### src/design/randomized_set_engine_top_defines.svh
// assertion helpers shared by the block's checks
// both sample on clk and are held off while rst_n is low
`ifndef RANDOMIZED_SET_ENGINE_TOP_DEFINES_SVH
`define RANDOMIZED_SET_ENGINE_TOP_DEFINES_SVH

// same-cycle implication
`define RSE_ASSERT_IMP(lbl, ante, cons, msg) \
  lbl: assert property (@(posedge clk) disable iff (!rst_n) (ante) |-> (cons)) \
    else $error(msg);

// next-cycle implication
`define RSE_ASSERT_NXT(lbl, ante, cons, msg) \
  lbl: assert property (@(posedge clk) disable iff (!rst_n) (ante) |=> (cons)) \
    else $error(msg);

`endif

### src/design/rse_pkg.sv
`default_nettype none

package rse_pkg;

  // field widths
  localparam int ACT_W    = 2;
  localparam int VALUE_W  = 32;
  localparam int RW_W     = 31;
  localparam int STAT_W   = 2;
  localparam int MCOUNT_W = 7;
  localparam int IN_W     = 72;
  localparam int OUT_W    = 48;

  localparam int CAPACITY_DEF = 64;

  typedef logic [ACT_W-1:0]  act_t;
  typedef logic [STAT_W-1:0] stat_t;

  // action codes
  localparam act_t ACT_INS  = 2'd0;
  localparam act_t ACT_REM  = 2'd1;
  localparam act_t ACT_RAND = 2'd2;

  // status codes
  localparam stat_t ST_DONE  = 2'd0;
  localparam stat_t ST_MISS  = 2'd1;
  localparam stat_t ST_FULL  = 2'd2;
  localparam stat_t ST_EMPTY = 2'd3;

  // controller to datapath
  typedef struct packed {
    logic  start;      // latch beat, clear search and divider
    logic  scan_en;    // issue next search read
    logic  latch_hit;  // remember matching slot
    logic  ins_wr;     // append value, count up
    logic  rd_last;    // read last live entry
    logic  wr_moved;   // move last entry into hole, count down
    logic  div_en;     // one divider step
    logic  rd_rand;    // read chosen slot
    logic  cap_rand;   // capture chosen member
    logic  load_res;   // load output register
    stat_t res_status;
  } cmd_t;

  // datapath to controller
  typedef struct packed {
    act_t new_act;
    act_t act;
    logic cnt_zero;
    logic cnt_full;
    logic scan_hit;
    logic scan_last;
    logic found;
    logic div_last;
  } sts_t;

endpackage

`default_nettype wire

### src/design/randomized_set_engine_top.sv
// channel   | direction | tdata (low bit up)                                 | tuser | tlast
// in_       | slave     | action[1:0] value[33:2] random_word[64:34] pad     | none  | none
// out_      | master    | status[1:0] member_value[33:2] member_count[40:34] | none  | none
//
// one item at a time; a result waits in the output register while the next beat is taken
// insert/remove: the one-slot-per-cycle search over the live entries sets the time per beat
// random member: the modulo comes from the 31-step restoring divider, and the result
//   follows once the chosen slot has been read
// rst_n (synchronous) clears the count; the store needs no clearing pass
// a stalled result holds the next result back in the response state until out_tready
`default_nettype none

`include "randomized_set_engine_top_defines.svh"

module randomized_set_engine_top #(
  parameter int CAPACITY = rse_pkg::CAPACITY_DEF
) (
  input  wire logic                      clk,
  input  wire logic                      rst_n,
  input  wire logic                      in_tvalid,
  output logic                           in_tready,
  // action[1:0], value[33:2], random_word[64:34], zeros[71:65]
  input  wire logic [rse_pkg::IN_W-1:0]  in_tdata,
  output logic                           out_tvalid,
  input  wire logic                      out_tready,
  // status[1:0], member_value[33:2], member_count[40:34], zeros[47:41]
  output logic [rse_pkg::OUT_W-1:0]      out_tdata
);

  import rse_pkg::*;

  cmd_t cmd;
  sts_t sts;

  stat_t              res_status;
  logic [VALUE_W-1:0] res_member;
  logic [MCOUNT_W-1:0] res_count;
  logic               res_fail;

  // sequencer
  rse_ctrl u_ctrl (
    .clk        (clk),
    .rst_n      (rst_n),
    .in_tvalid  (in_tvalid),
    .in_tready  (in_tready),
    .out_tvalid (out_tvalid),
    .out_tready (out_tready),
    .sts        (sts),
    .cmd        (cmd)
  );

  // store, search, divider and result register
  rse_datapath #(
    .CAPACITY (CAPACITY)
  ) u_dp (
    .clk       (clk),
    .rst_n     (rst_n),
    .in_tdata  (in_tdata),
    .cmd       (cmd),
    .sts       (sts),
    .out_tdata (out_tdata)
  );

  // result fields for the checks
  assign res_status = out_tdata[1:0];
  assign res_member = out_tdata[33:2];
  assign res_count  = out_tdata[40:34];
  assign res_fail   = out_tvalid && (res_status != ST_DONE);

  // checks
  `RSE_ASSERT_IMP(a_no_append_full, cmd.ins_wr, !sts.cnt_full, "append into a full store")
  `RSE_ASSERT_IMP(a_count_range, out_tvalid, (32'(res_count) <= CAPACITY), "count over capacity")
  `RSE_ASSERT_IMP(a_zero_member, res_fail, (res_member == '0), "member set on failure")
  `RSE_ASSERT_NXT(a_load_valid, cmd.load_res, out_tvalid, "loaded result not shown")

endmodule

`default_nettype wire

### src/design/rse_ram.sv
`default_nettype none

module rse_ram #(
  parameter int WIDTH = 32,
  parameter int DEPTH = 64
) (
  input  wire logic                                      clk,
  input  wire logic                                      we,
  input  wire logic [((DEPTH > 1) ? $clog2(DEPTH) : 1)-1:0] waddr,
  input  wire logic [WIDTH-1:0]                          wdata,
  input  wire logic [((DEPTH > 1) ? $clog2(DEPTH) : 1)-1:0] raddr,
  output logic      [WIDTH-1:0]                          rdata
);

  logic [WIDTH-1:0] mem [0:DEPTH-1];

  // write port
  always_ff @(posedge clk) begin
    if (we) begin
      mem[waddr] <= wdata;
    end
  end

  // registered read port
  always_ff @(posedge clk) begin
    rdata <= mem[raddr];
  end

endmodule

`default_nettype wire

### src/design/rse_datapath.sv
`default_nettype none

module rse_datapath #(
  parameter int CAPACITY = rse_pkg::CAPACITY_DEF
) (
  input  wire logic                     clk,
  input  wire logic                     rst_n,
  input  wire logic [rse_pkg::IN_W-1:0] in_tdata,
  input  wire rse_pkg::cmd_t            cmd,
  output rse_pkg::sts_t                 sts,
  output logic [rse_pkg::OUT_W-1:0]     out_tdata
);

  import rse_pkg::*;

  localparam int CNT_W = $clog2(CAPACITY + 1);
  localparam int IDX_W = (CAPACITY > 1) ? $clog2(CAPACITY) : 1;
  localparam logic [CNT_W-1:0] CAP_CNT = CNT_W'(CAPACITY);
  localparam logic [CNT_W-1:0] ONE_CNT = CNT_W'(1);
  localparam logic [4:0]       DIV_LAST = 5'(RW_W - 1);

  // beat fields
  act_t               in_act;
  logic [VALUE_W-1:0] in_value;
  logic [RW_W-1:0]    in_rw;

  assign in_act   = in_tdata[1:0];
  assign in_value = in_tdata[33:2];
  assign in_rw    = in_tdata[64:34];

  // registers
  logic [CNT_W-1:0]   count_r,    count_nxt;
  act_t               act_r,      act_nxt;
  logic [VALUE_W-1:0] value_r,    value_nxt;
  logic [CNT_W-1:0]   scan_idx_r, scan_idx_nxt;
  logic [CNT_W-1:0]   cmp_pos_r,  cmp_pos_nxt;
  logic               cmp_vld_r,  cmp_vld_nxt;
  logic               found_r,    found_nxt;
  logic [IDX_W-1:0]   hit_pos_r,  hit_pos_nxt;
  logic [RW_W-1:0]    dvd_r,      dvd_nxt;
  logic [CNT_W-1:0]   rem_r,      rem_nxt;
  logic [4:0]         div_cnt_r,  div_cnt_nxt;
  logic [VALUE_W-1:0] member_r,   member_nxt;
  logic [OUT_W-1:0]   out_r,      out_nxt;

  // memory port signals
  logic               ram_we;
  logic [IDX_W-1:0]   ram_waddr;
  logic [VALUE_W-1:0] ram_wdata;
  logic [IDX_W-1:0]   ram_raddr;
  logic [VALUE_W-1:0] ram_rdata;

  logic [CNT_W-1:0]   last_idx;
  logic [CNT_W:0]     trial;
  logic [31:0]        cnt_wide;

  assign last_idx = count_r - ONE_CNT;
  assign trial    = {rem_r, dvd_r[RW_W-1]};
  assign cnt_wide = 32'(count_r);

  rse_ram #(
    .WIDTH (VALUE_W),
    .DEPTH (CAPACITY)
  ) u_store (
    .clk   (clk),
    .we    (ram_we),
    .waddr (ram_waddr),
    .wdata (ram_wdata),
    .raddr (ram_raddr),
    .rdata (ram_rdata)
  );

  // read address select
  always_comb begin
    priority if (cmd.rd_last) begin
      ram_raddr = last_idx[IDX_W-1:0];
    end else if (cmd.rd_rand) begin
      ram_raddr = rem_r[IDX_W-1:0];
    end else begin
      ram_raddr = scan_idx_r[IDX_W-1:0];
    end
  end

  // write port: append or fill the hole
  always_comb begin
    ram_we    = cmd.ins_wr || cmd.wr_moved;
    ram_waddr = cmd.wr_moved ? hit_pos_r : count_r[IDX_W-1:0];
    ram_wdata = cmd.wr_moved ? ram_rdata : value_r;
  end

  // status to controller
  always_comb begin
    sts.new_act   = in_act;
    sts.act       = act_r;
    sts.cnt_zero  = (count_r == '0);
    sts.cnt_full  = (count_r >= CAP_CNT);
    sts.scan_hit  = cmp_vld_r && (ram_rdata == value_r);
    sts.scan_last = cmp_vld_r && (cmp_pos_r == last_idx);
    sts.found     = found_r;
    sts.div_last  = (div_cnt_r == DIV_LAST);
  end

  // next state
  always_comb begin
    count_nxt    = count_r;
    act_nxt      = act_r;
    value_nxt    = value_r;
    scan_idx_nxt = scan_idx_r;
    cmp_pos_nxt  = cmp_pos_r;
    cmp_vld_nxt  = 1'b0;
    found_nxt    = found_r;
    hit_pos_nxt  = hit_pos_r;
    dvd_nxt      = dvd_r;
    rem_nxt      = rem_r;
    div_cnt_nxt  = div_cnt_r;
    member_nxt   = member_r;
    out_nxt      = out_r;

    // beat capture
    if (cmd.start) begin
      act_nxt      = in_act;
      value_nxt    = in_value;
      scan_idx_nxt = '0;
      found_nxt    = 1'b0;
      dvd_nxt      = in_rw;
      rem_nxt      = '0;
      div_cnt_nxt  = '0;
      member_nxt   = '0;
    end

    // pipelined search: read one slot, compare it once the registered read data returns
    if (cmd.scan_en && (scan_idx_r < count_r)) begin
      cmp_vld_nxt  = 1'b1;
      cmp_pos_nxt  = scan_idx_r;
      scan_idx_nxt = scan_idx_r + ONE_CNT;
    end
    if (cmd.latch_hit) begin
      found_nxt   = 1'b1;
      hit_pos_nxt = cmp_pos_r[IDX_W-1:0];
    end

    // restoring divider, one quotient bit per step
    if (cmd.div_en) begin
      if (trial >= {1'b0, count_r}) begin
        rem_nxt = CNT_W'(trial - {1'b0, count_r});
      end else begin
        rem_nxt = trial[CNT_W-1:0];
      end
      dvd_nxt     = {dvd_r[RW_W-2:0], 1'b0};
      div_cnt_nxt = div_cnt_r + 5'd1;
    end

    if (cmd.cap_rand) begin
      member_nxt = ram_rdata;
    end

    // member count update
    if (cmd.ins_wr) begin
      count_nxt = count_r + ONE_CNT;
    end else if (cmd.wr_moved) begin
      count_nxt = last_idx;
    end

    // output register
    if (cmd.load_res) begin
      out_nxt = {7'b0, cnt_wide[MCOUNT_W-1:0], member_r, cmd.res_status};
    end
  end

  // control registers
  always_ff @(posedge clk) begin
    if (!rst_n) begin
      count_r   <= '0;
      cmp_vld_r <= 1'b0;
      found_r   <= 1'b0;
      div_cnt_r <= '0;
    end else begin
      count_r   <= count_nxt;
      cmp_vld_r <= cmp_vld_nxt;
      found_r   <= found_nxt;
      div_cnt_r <= div_cnt_nxt;
    end
  end

  // payload registers
  always_ff @(posedge clk) begin
    act_r      <= act_nxt;
    value_r    <= value_nxt;
    scan_idx_r <= scan_idx_nxt;
    cmp_pos_r  <= cmp_pos_nxt;
    hit_pos_r  <= hit_pos_nxt;
    dvd_r      <= dvd_nxt;
    rem_r      <= rem_nxt;
    member_r   <= member_nxt;
    out_r      <= out_nxt;
  end

  assign out_tdata = out_r;

endmodule

`default_nettype wire

### src/design/rse_ctrl.sv
`default_nettype none

module rse_ctrl (
  input  wire logic          clk,
  input  wire logic          rst_n,
  input  wire logic          in_tvalid,
  output logic               in_tready,
  output logic               out_tvalid,
  input  wire logic          out_tready,
  input  wire rse_pkg::sts_t sts,
  output rse_pkg::cmd_t      cmd
);

  import rse_pkg::*;

  localparam logic [3:0] S_IDLE   = 4'd0;
  localparam logic [3:0] S_SCAN   = 4'd1;
  localparam logic [3:0] S_DECIDE = 4'd2;
  localparam logic [3:0] S_WRLAST = 4'd3;
  localparam logic [3:0] S_DIV    = 4'd4;
  localparam logic [3:0] S_RDRAND = 4'd5;
  localparam logic [3:0] S_RDWAIT = 4'd6;
  localparam logic [3:0] S_RESP   = 4'd7;

  logic [3:0] state_r,  state_nxt;
  stat_t      status_r, status_nxt;
  logic       ovld_r,   ovld_nxt;
  logic       res_free;

  assign in_tready  = (state_r == S_IDLE);
  assign out_tvalid = ovld_r;
  assign res_free   = !ovld_r || out_tready;

  // sequencer
  always_comb begin
    state_nxt      = state_r;
    status_nxt     = status_r;
    cmd            = '0;
    cmd.res_status = status_r;

    unique case (state_r)
      S_IDLE: begin
        if (in_tvalid) begin
          cmd.start = 1'b1;
          if (sts.new_act == ACT_INS || sts.new_act == ACT_REM) begin
            state_nxt = sts.cnt_zero ? S_DECIDE : S_SCAN;
          end else if (sts.new_act == ACT_RAND) begin
            if (sts.cnt_zero) begin
              status_nxt = ST_EMPTY;
              state_nxt  = S_RESP;
            end else begin
              state_nxt = S_DIV;
            end
          end else begin
            // unused code: no change, plain done
            status_nxt = ST_DONE;
            state_nxt  = S_RESP;
          end
        end
      end
      S_SCAN: begin
        cmd.scan_en = 1'b1;
        if (sts.scan_hit) begin
          cmd.latch_hit = 1'b1;
          state_nxt     = S_DECIDE;
        end else if (sts.scan_last) begin
          state_nxt = S_DECIDE;
        end
      end
      S_DECIDE: begin
        if (sts.act == ACT_INS) begin
          state_nxt = S_RESP;
          if (sts.found) begin
            status_nxt = ST_MISS;
          end else if (sts.cnt_full) begin
            status_nxt = ST_FULL;
          end else begin
            cmd.ins_wr = 1'b1;
            status_nxt = ST_DONE;
          end
        end else if (!sts.found) begin
          status_nxt = ST_MISS;
          state_nxt  = S_RESP;
        end else begin
          cmd.rd_last = 1'b1;
          state_nxt   = S_WRLAST;
        end
      end
      S_WRLAST: begin
        cmd.wr_moved = 1'b1;
        status_nxt   = ST_DONE;
        state_nxt    = S_RESP;
      end
      S_DIV: begin
        cmd.div_en = 1'b1;
        if (sts.div_last) begin
          state_nxt = S_RDRAND;
        end
      end
      S_RDRAND: begin
        cmd.rd_rand = 1'b1;
        state_nxt   = S_RDWAIT;
      end
      S_RDWAIT: begin
        cmd.cap_rand = 1'b1;
        status_nxt   = ST_DONE;
        state_nxt    = S_RESP;
      end
      S_RESP: begin
        if (res_free) begin
          cmd.load_res = 1'b1;
          state_nxt    = S_IDLE;
        end
      end
      default: begin
        state_nxt = S_IDLE;
      end
    endcase
  end

  // output valid flag
  always_comb begin
    ovld_nxt = ovld_r;
    if (cmd.load_res) begin
      ovld_nxt = 1'b1;
    end else if (out_tready) begin
      ovld_nxt = 1'b0;
    end
  end

  always_ff @(posedge clk) begin
    if (!rst_n) begin
      state_r  <= S_IDLE;
      status_r <= ST_DONE;
      ovld_r   <= 1'b0;
    end else begin
      state_r  <= state_nxt;
      status_r <= status_nxt;
      ovld_r   <= ovld_nxt;
    end
  end

endmodule

`default_nettype wire
### config.mk
export PLATFORM = sky130hd
export DESIGN_NAME = randomized_set_engine_top
export DESIGN_NICKNAME = d
export VERILOG_FILES = /design/src/design/rse_pkg.sv /design/src/design/randomized_set_engine_top.sv /design/src/design/rse_ram.sv /design/src/design/rse_datapath.sv /design/src/design/rse_ctrl.sv
export VERILOG_INCLUDE_DIRS = /design/src /design/src/design
export SDC_FILE = /design/constraint.sdc
export NUM_CORES = 2
export LEC_CHECK = 0
export ABC_AREA = 1
export BUFFER_PORTS_ARGS = -buffer_cell sky130_fd_sc_hd__buf_2
export CAP_MARGIN = 25
export CORE_AREA = 2 2 516 518
export CTS_CLUSTER_DIAMETER = 200
export DETAILED_ROUTE_END_ITERATION = 8
export DIE_AREA = 0 0 518 520
export GPL_TIMING_DRIVEN = 0
export SYNTH_ARGS = -nofsm -noshare
export SYNTH_HDL_FRONTEND = slang
export SYNTH_HIERARCHICAL = 1
export SYNTH_SLANG_ARGS = --single-unit
### constraint.sdc
create_clock -name clk -period 7.1 [get_ports clk]
set_input_delay 0.71 -clock clk [delete_from_list [all_inputs] [get_ports clk]]
set_output_delay 0.71 -clock clk [all_outputs]
set_load 0.1 [all_outputs]
# --- Word level (Yosys, flattened, before mapping) ---
# Memories as Yosys holds them, arrays and structs flattened. A register that Yosys moved wholly into a read port is not among the register bits.
# Index checks and enable logic that the tools add are counted.
totals:
  ff_bits: 186
  ram_bits: 2048
  inputBits: 76
  out_inout_bits: 50
  wordCells: 126
  mem_count: 1
memory_table:
  columns: ["name", "depth", "word_bits", "rd", "rd_clocked_by_memory_dff", "wr", "line", "rtl"]
  rows:
  - ["u_dp.u_store.mem", 64, 32, 1, 1, 1, "rse_ram.sv:15", "logic [WIDTH-1:0] mem [0:DEPTH-1];"]
op_classes:
  n_addsub: 5
  n_lt_le_gt_ge: 3
  n_eq_ne: 19
  n_mux: 60
  n_reduce_logical: 21
ops:
  columns: ["cell", "n"]
  rows:
  - ["32-bit two-way mux", 3]
  - ["31-bit two-way mux", 2]
  - ["7-bit two-way mux", 6]
  - ["32-bit equality test", 1]
  - ["4-bit case mux with 7 select lines", 1]
  - ["2-bit two-way mux", 13]
  - ["4-bit two-way mux", 6]
  - ["1-bit two-way mux", 21]
  - ["6-bit two-way mux", 3]
  - ["4-bit by 3-bit equality test with 1-bit output, second input constant", 4]
  - ["7-bit by 1-bit adder with 7-bit output, second input constant", 2]
  - ["2-bit nonzero test", 6]
  - ["5-bit two-way mux", 2]
  - ["4-bit by 2-bit equality test with 1-bit output, second input constant", 2]
  - ["8-bit by 7-bit >= comparator with 1-bit output", 1]
  - ["7-bit equality test", 1]
  - ["7-bit >= comparator, second input constant", 1]
  - ["7-bit logical NOT", 1]
  - ["7-bit < comparator", 1]
  - ["7-bit by 1-bit subtractor with 7-bit output, second input constant", 1]
  - ["7-bit subtractor", 1]
  - ["3-bit two-way mux", 2]
  - ["2-bit inequality test, second input constant", 3]
  - ["3-bit inequality test, second input constant", 2]
  - ["other kinds (17)", 22]

# --- Depth between registers and ports, before layout ---
depth:
  depth_word: 8
  ltp_mapped: 20
  mapped_depth_nobuf: 18

# --- Hierarchy ---
# Netlist, hierarchy kept.
by_module_without_submodules:
  columns: ["mod", "n_inst", "cells_each", "area_per_inst_um2", "seq_area_each_um2"]
  rows:
  - ["rse_ram", 1, 6769, 82738.1, 62139.6]
  - ["rse_datapath", 1, 891, 8579.5, 5225.0]
  - ["rse_ctrl", 1, 103, 570.5, 120.1]

# --- Worst setup path before layout ---
# OpenSTA, ideal clock, no wires.
synth_path:
  path_type: "register -> register"
  start: "register u_ctrl.state_r[2]"
  end: "memory u_dp.u_store.mem[50][0] (enable)"
  setup_ns: 0.503
  t_arrival_ns: 4.864
  t_required_ns: 6.597
  path_slack_ns: 1.734
  stages_incl_launch_ff: 11
  n_path_buf: 3
  period_less_slack_ns: 5.366
  cell_sequence: "dfxtp_1 -> inv_2 -> nand3_1 -> inv_1 -> buf_2 -> clkbuf_1 -> nand2_1 -> o21ai_0 -> clkbuf_1 -> inv_1 -> nor4_1"
synth_rtl:
  columns: ["element", "line", "rtl"]
  rows:
  - ["start: declaration", "rse_ctrl.sv:25", "logic [3:0] state_r, state_nxt;"]
  - ["start signal: assignment", "rse_ctrl.sv:137", "state_r <= state_nxt;"]
  - ["end: declaration", "rse_ram.sv:15", null]

==> results.yml <==
synth:
  synth_top_family_by_area: "simple AND/OR/NAND/NOR gates"
  synth_adder_area_share_pct: 0.281
  yosys.area.top_type: "edfxtp_1"
  avgSynthCellArea_um2: 11.8
  synthFlopType: "edfxtp_1"
  synth_compound_area_share_pct: 0.576
  synth_seq_area_share_pct: 73.4
  synth_edf_count: 2212
  synth_warnings: 6
  yosysTopAreaCellShare_pct: 72.3
  syn-cell-area_mm2: 0.0919
  synthCells: 7763
  yosys-top-cells-area: "edfxtp_1, nand3_1, nand2_1"
  synth-simple-area-share_pct: 22.2
  synth_cell_types: 45
  async_flop_share_pct: 0
  synthXorXnorAreaFrac_pct: 0.191
  muxShareOfSynthArea_pct: 0
  synth_seq_cells: 2265
cells_and_area:
  seq_area_mm2: 0.0675
  final_common_cell: "nand2_1"
  drive_gt1_share_pct: 13.1
  multi_input_area_mm2: 0.0222
  fillers: 24600
  syn_to_final_growth_pct: 18.1
  final_cell_mix: "nand2_1, edfxtp_1, nand3_1, buf_2, clkbuf_16"
  nets: 8433
cts:
  clock-sinks: 2265
  tritoncts: "done"
  cts_setup_buffers: 0
  cts.clk_slew.worst_paths_ns: 0.06
  htree_levels: 4
  clk_path_buf_depth: 3
  post_cts_resized: 0
  hold_buffers: 34
  clock-root-buffer: "clkbuf_16"
  clock_latency_ns: 0.92
  numCtsBuffers: 218
grt:
  grt_max_degree: 65
  grt_first_pass_wirelength_um: 492000
  grt_antenna_before_repair: 22
  grt_use_total_pct: 26.1
  grt_overflow: 0
  first_global_vias: 61500
sta:
  finalHoldViolCount: 0
  rsz0062_at_grt: "no"
  setup_viol: 0
  maxSlewViolCount: 0
  timing.final.crit_share_pct: 73.7
  holdWs_ns: 0.0576
  max-slew-margin-rel_pct: 15.8
  max_freq_mhz: 191
  skew_ns: 0.0498
  worst_pin_slew_ns: 1.26
  finalCriticalPeriod_ns: 5.23
pwr:
  cellLeakagePower_nw: 39.1
  power.total_mw: 44.9
  clkPwrFrac_pct: 26.0
  pwr-share-seq_pct: 36.6
  power_frac_comb_pct: 37.4
  powerDensity_mw_per_mm2: 414
  p_sw_mw: 18.5
  ir_drop_v: 0.000307
  switching_share_pct: 41.3
  cellInternalPower_mw: 26.4
detailed_routing:
  antenna_left: 0
  avgRoutedWirePerCell_um: 29.9
  dr.pass1.iters: 8
  wl_met3_um: 48500
  dr.max_layer_used: "met5"
  post_drt_via_cell_ratio: 5.60
  drt_iter0_markers: 11400
  met1_length_um: 133000
  wl_met2_um: 155000
  finalWirelength_um: 361000
  drc: 0
  via_count: 67500
run_status:
  status: "finished, final reports clean"
floorplanning:
  rows: 189
  start_util_pct: 34.8
  dieArea_mm2: 0.269
  pin_count: 126
  die_h_um: 520
  die_x_um: 518
  core_mm2: 0.264
place:
  place_hpwl_um: 254000
  numPortBuffers: 111
  globalplace.congestion: 1.07
worst_setup_path:
  cp_slowest_cell: "nor2_4"
  worstSetupPathType: "flip-flop to flip-flop"
  path_cells: "inv_2 > nand3_1 > inv_1 > buf_2 > clkbuf_1 > nand2_1 > o21ai_0 > clkbuf_1 > nand4_1 > nor2_4 > buf_12"
  end_kind: "flip-flop"
  slowest_delay_ns: 1.20
  crit_arrival_ns: 5.82
  critPathMostFrequentCell: "clkbuf_1"
  critical_path.max_fanout: 21
  worstPathRequired_ns: 7.69
  start_kind: "flip-flop"
flow_run:
  drv_cap: 0
hold_path:
  hold_class: "input port to flip-flop"
[registers in the layout (all words and copies together), names as in the netlist, 2 cells and up]
name and flops:
u_dp/count_r 7, u_dp/u_store/mem 2048, u_dp/scan_idx_r 7, u_dp/cmp_pos_r 7
u_dp/member_r 32, u_dp/u_store/rdata 32, u_ctrl/status_r 2, u_dp/out_tdata 41
u_dp/rem_r 7, u_dp/act_r 2, u_ctrl/state_r 3, u_dp/dvd_r 31
u_dp/div_cnt_r 5, u_dp/value_r 32, u_dp/hit_pos_r 6
[power groups by stage]
stage / Sequential, mW / Clock (mW) / Combinational [mW]
CTS: 16.4 / 11.8 / 16.0
floorplan: 16.8 / 0 / 7.96
global route: 16.5 / 12.3 / 17.2
detailed placement: 16.7 / 0 / 15.9
global placement: 17.2 / 0 / 15.1
finish: 16.4 / 11.7 / 16.8
[final timing paths]
path | start | endpoint | slack (ns) | depth (start not counted)
worst max-delay path | u_ctrl/state_r[2] | u_dp/u_store/mem[15][7] | 1.87 | 11
worst min register to register | u_dp/member_r[18] | u_dp/out_tdata[20] | 0.41 | 0
worst max register to register | u_ctrl/state_r[2] | u_dp/u_store/mem[15][7] | 1.87 | 11
worst min-delay path | in_tdata[34] | u_dp/dvd_r[0] | 0.06 | 3
[critical path: cells and delay by family (launching register included)]
kind,cells,cell delay (ns)
flops,1,0.37
compound gates,1,0.34
simple gates,4,2.34
buf+inv,6,1.83
[metrics by stage]
step | area (um^2) | setup slack (ns) | std cells | setup TNS, ns | util (%)
after floorplan | 91900 | 1.73 | 7769 | 0 | -
after global placement | 96900 | -5.69 | 11400 | -5221.63 | 36.7
after detailed placement | 101000 | 1.73 | 11600 | 0 | 38.3
after CTS | 108000 | 1.70 | 12000 | 0 | 41.1
after global routing | 108000 | 1.88 | 12100 | 0 | 41.1
final | 108000 | 1.87 | 12100 | 0 | 41.1
[metal layers]
metal | up-vias | GRT usage, %
met5 | - | 0
met4 | 4 | 15.3
met3 | 890 | 7.32
li1 | 28500 | -
met1 | 33200 | 34.1
met2 | 4882 | 38.7
[cell families after synthesis]
| logic type | Yosys count |
|---|---|
| other | 1 |
| flip-flops | 2265 |
| AND/OR/NAND/NOR | 4720 |
| XOR/XNOR | 20 |
| buffers and inverters | 640 |
| AO/OA/AOI/OAI | 97 |
| adder cells (fa/ha/maj) | 20 |
[cell usage after synthesis (2+ instances only)]
library cell  instances
o21a_1                2
clkbuf_1             98
buf_8                 2
nand3_1            1973
xnor2_1               8
o21ai_0              47
nand2_2               6
or2_2                 5
nor2_1              140
nor4_1                9
nand2_4               3
a21oi_2               2
xor2_1               12
a22oi_1               2
buf_2               286
inv_1               133
nand4_1              14
nand2_1            2544
inv_2                13
nand3_2               7
o21ai_1               5
nor2_2               11
a211oi_1              3
o211ai_1              4
nand3b_1              3
dfxtp_1              53
a21oi_1              28
buf_1                42
nor2_4                2
inv_4                 2
buf_6                 5
ha_1                 19
buf_4                56
edfxtp_1           2212
clkinv_1              2
[cell type report]
type | instances | area share (%)
Buffer | 489 | 2.27
Sequential cell | 2265 | 62.2
Multi-Input combinational cell | 4864 | 20.4
Clock buffer | 268 | 5.28
Tap cell | 3533 | 4.08
Timing Repair Buffer | 348 | 3.94
Clock inverter | 131 | 1.22
Antenna cell | 10 | 0.0231
Inverter | 151 | 0.532
Note: power is estimated with default switching activity, not from simulation.
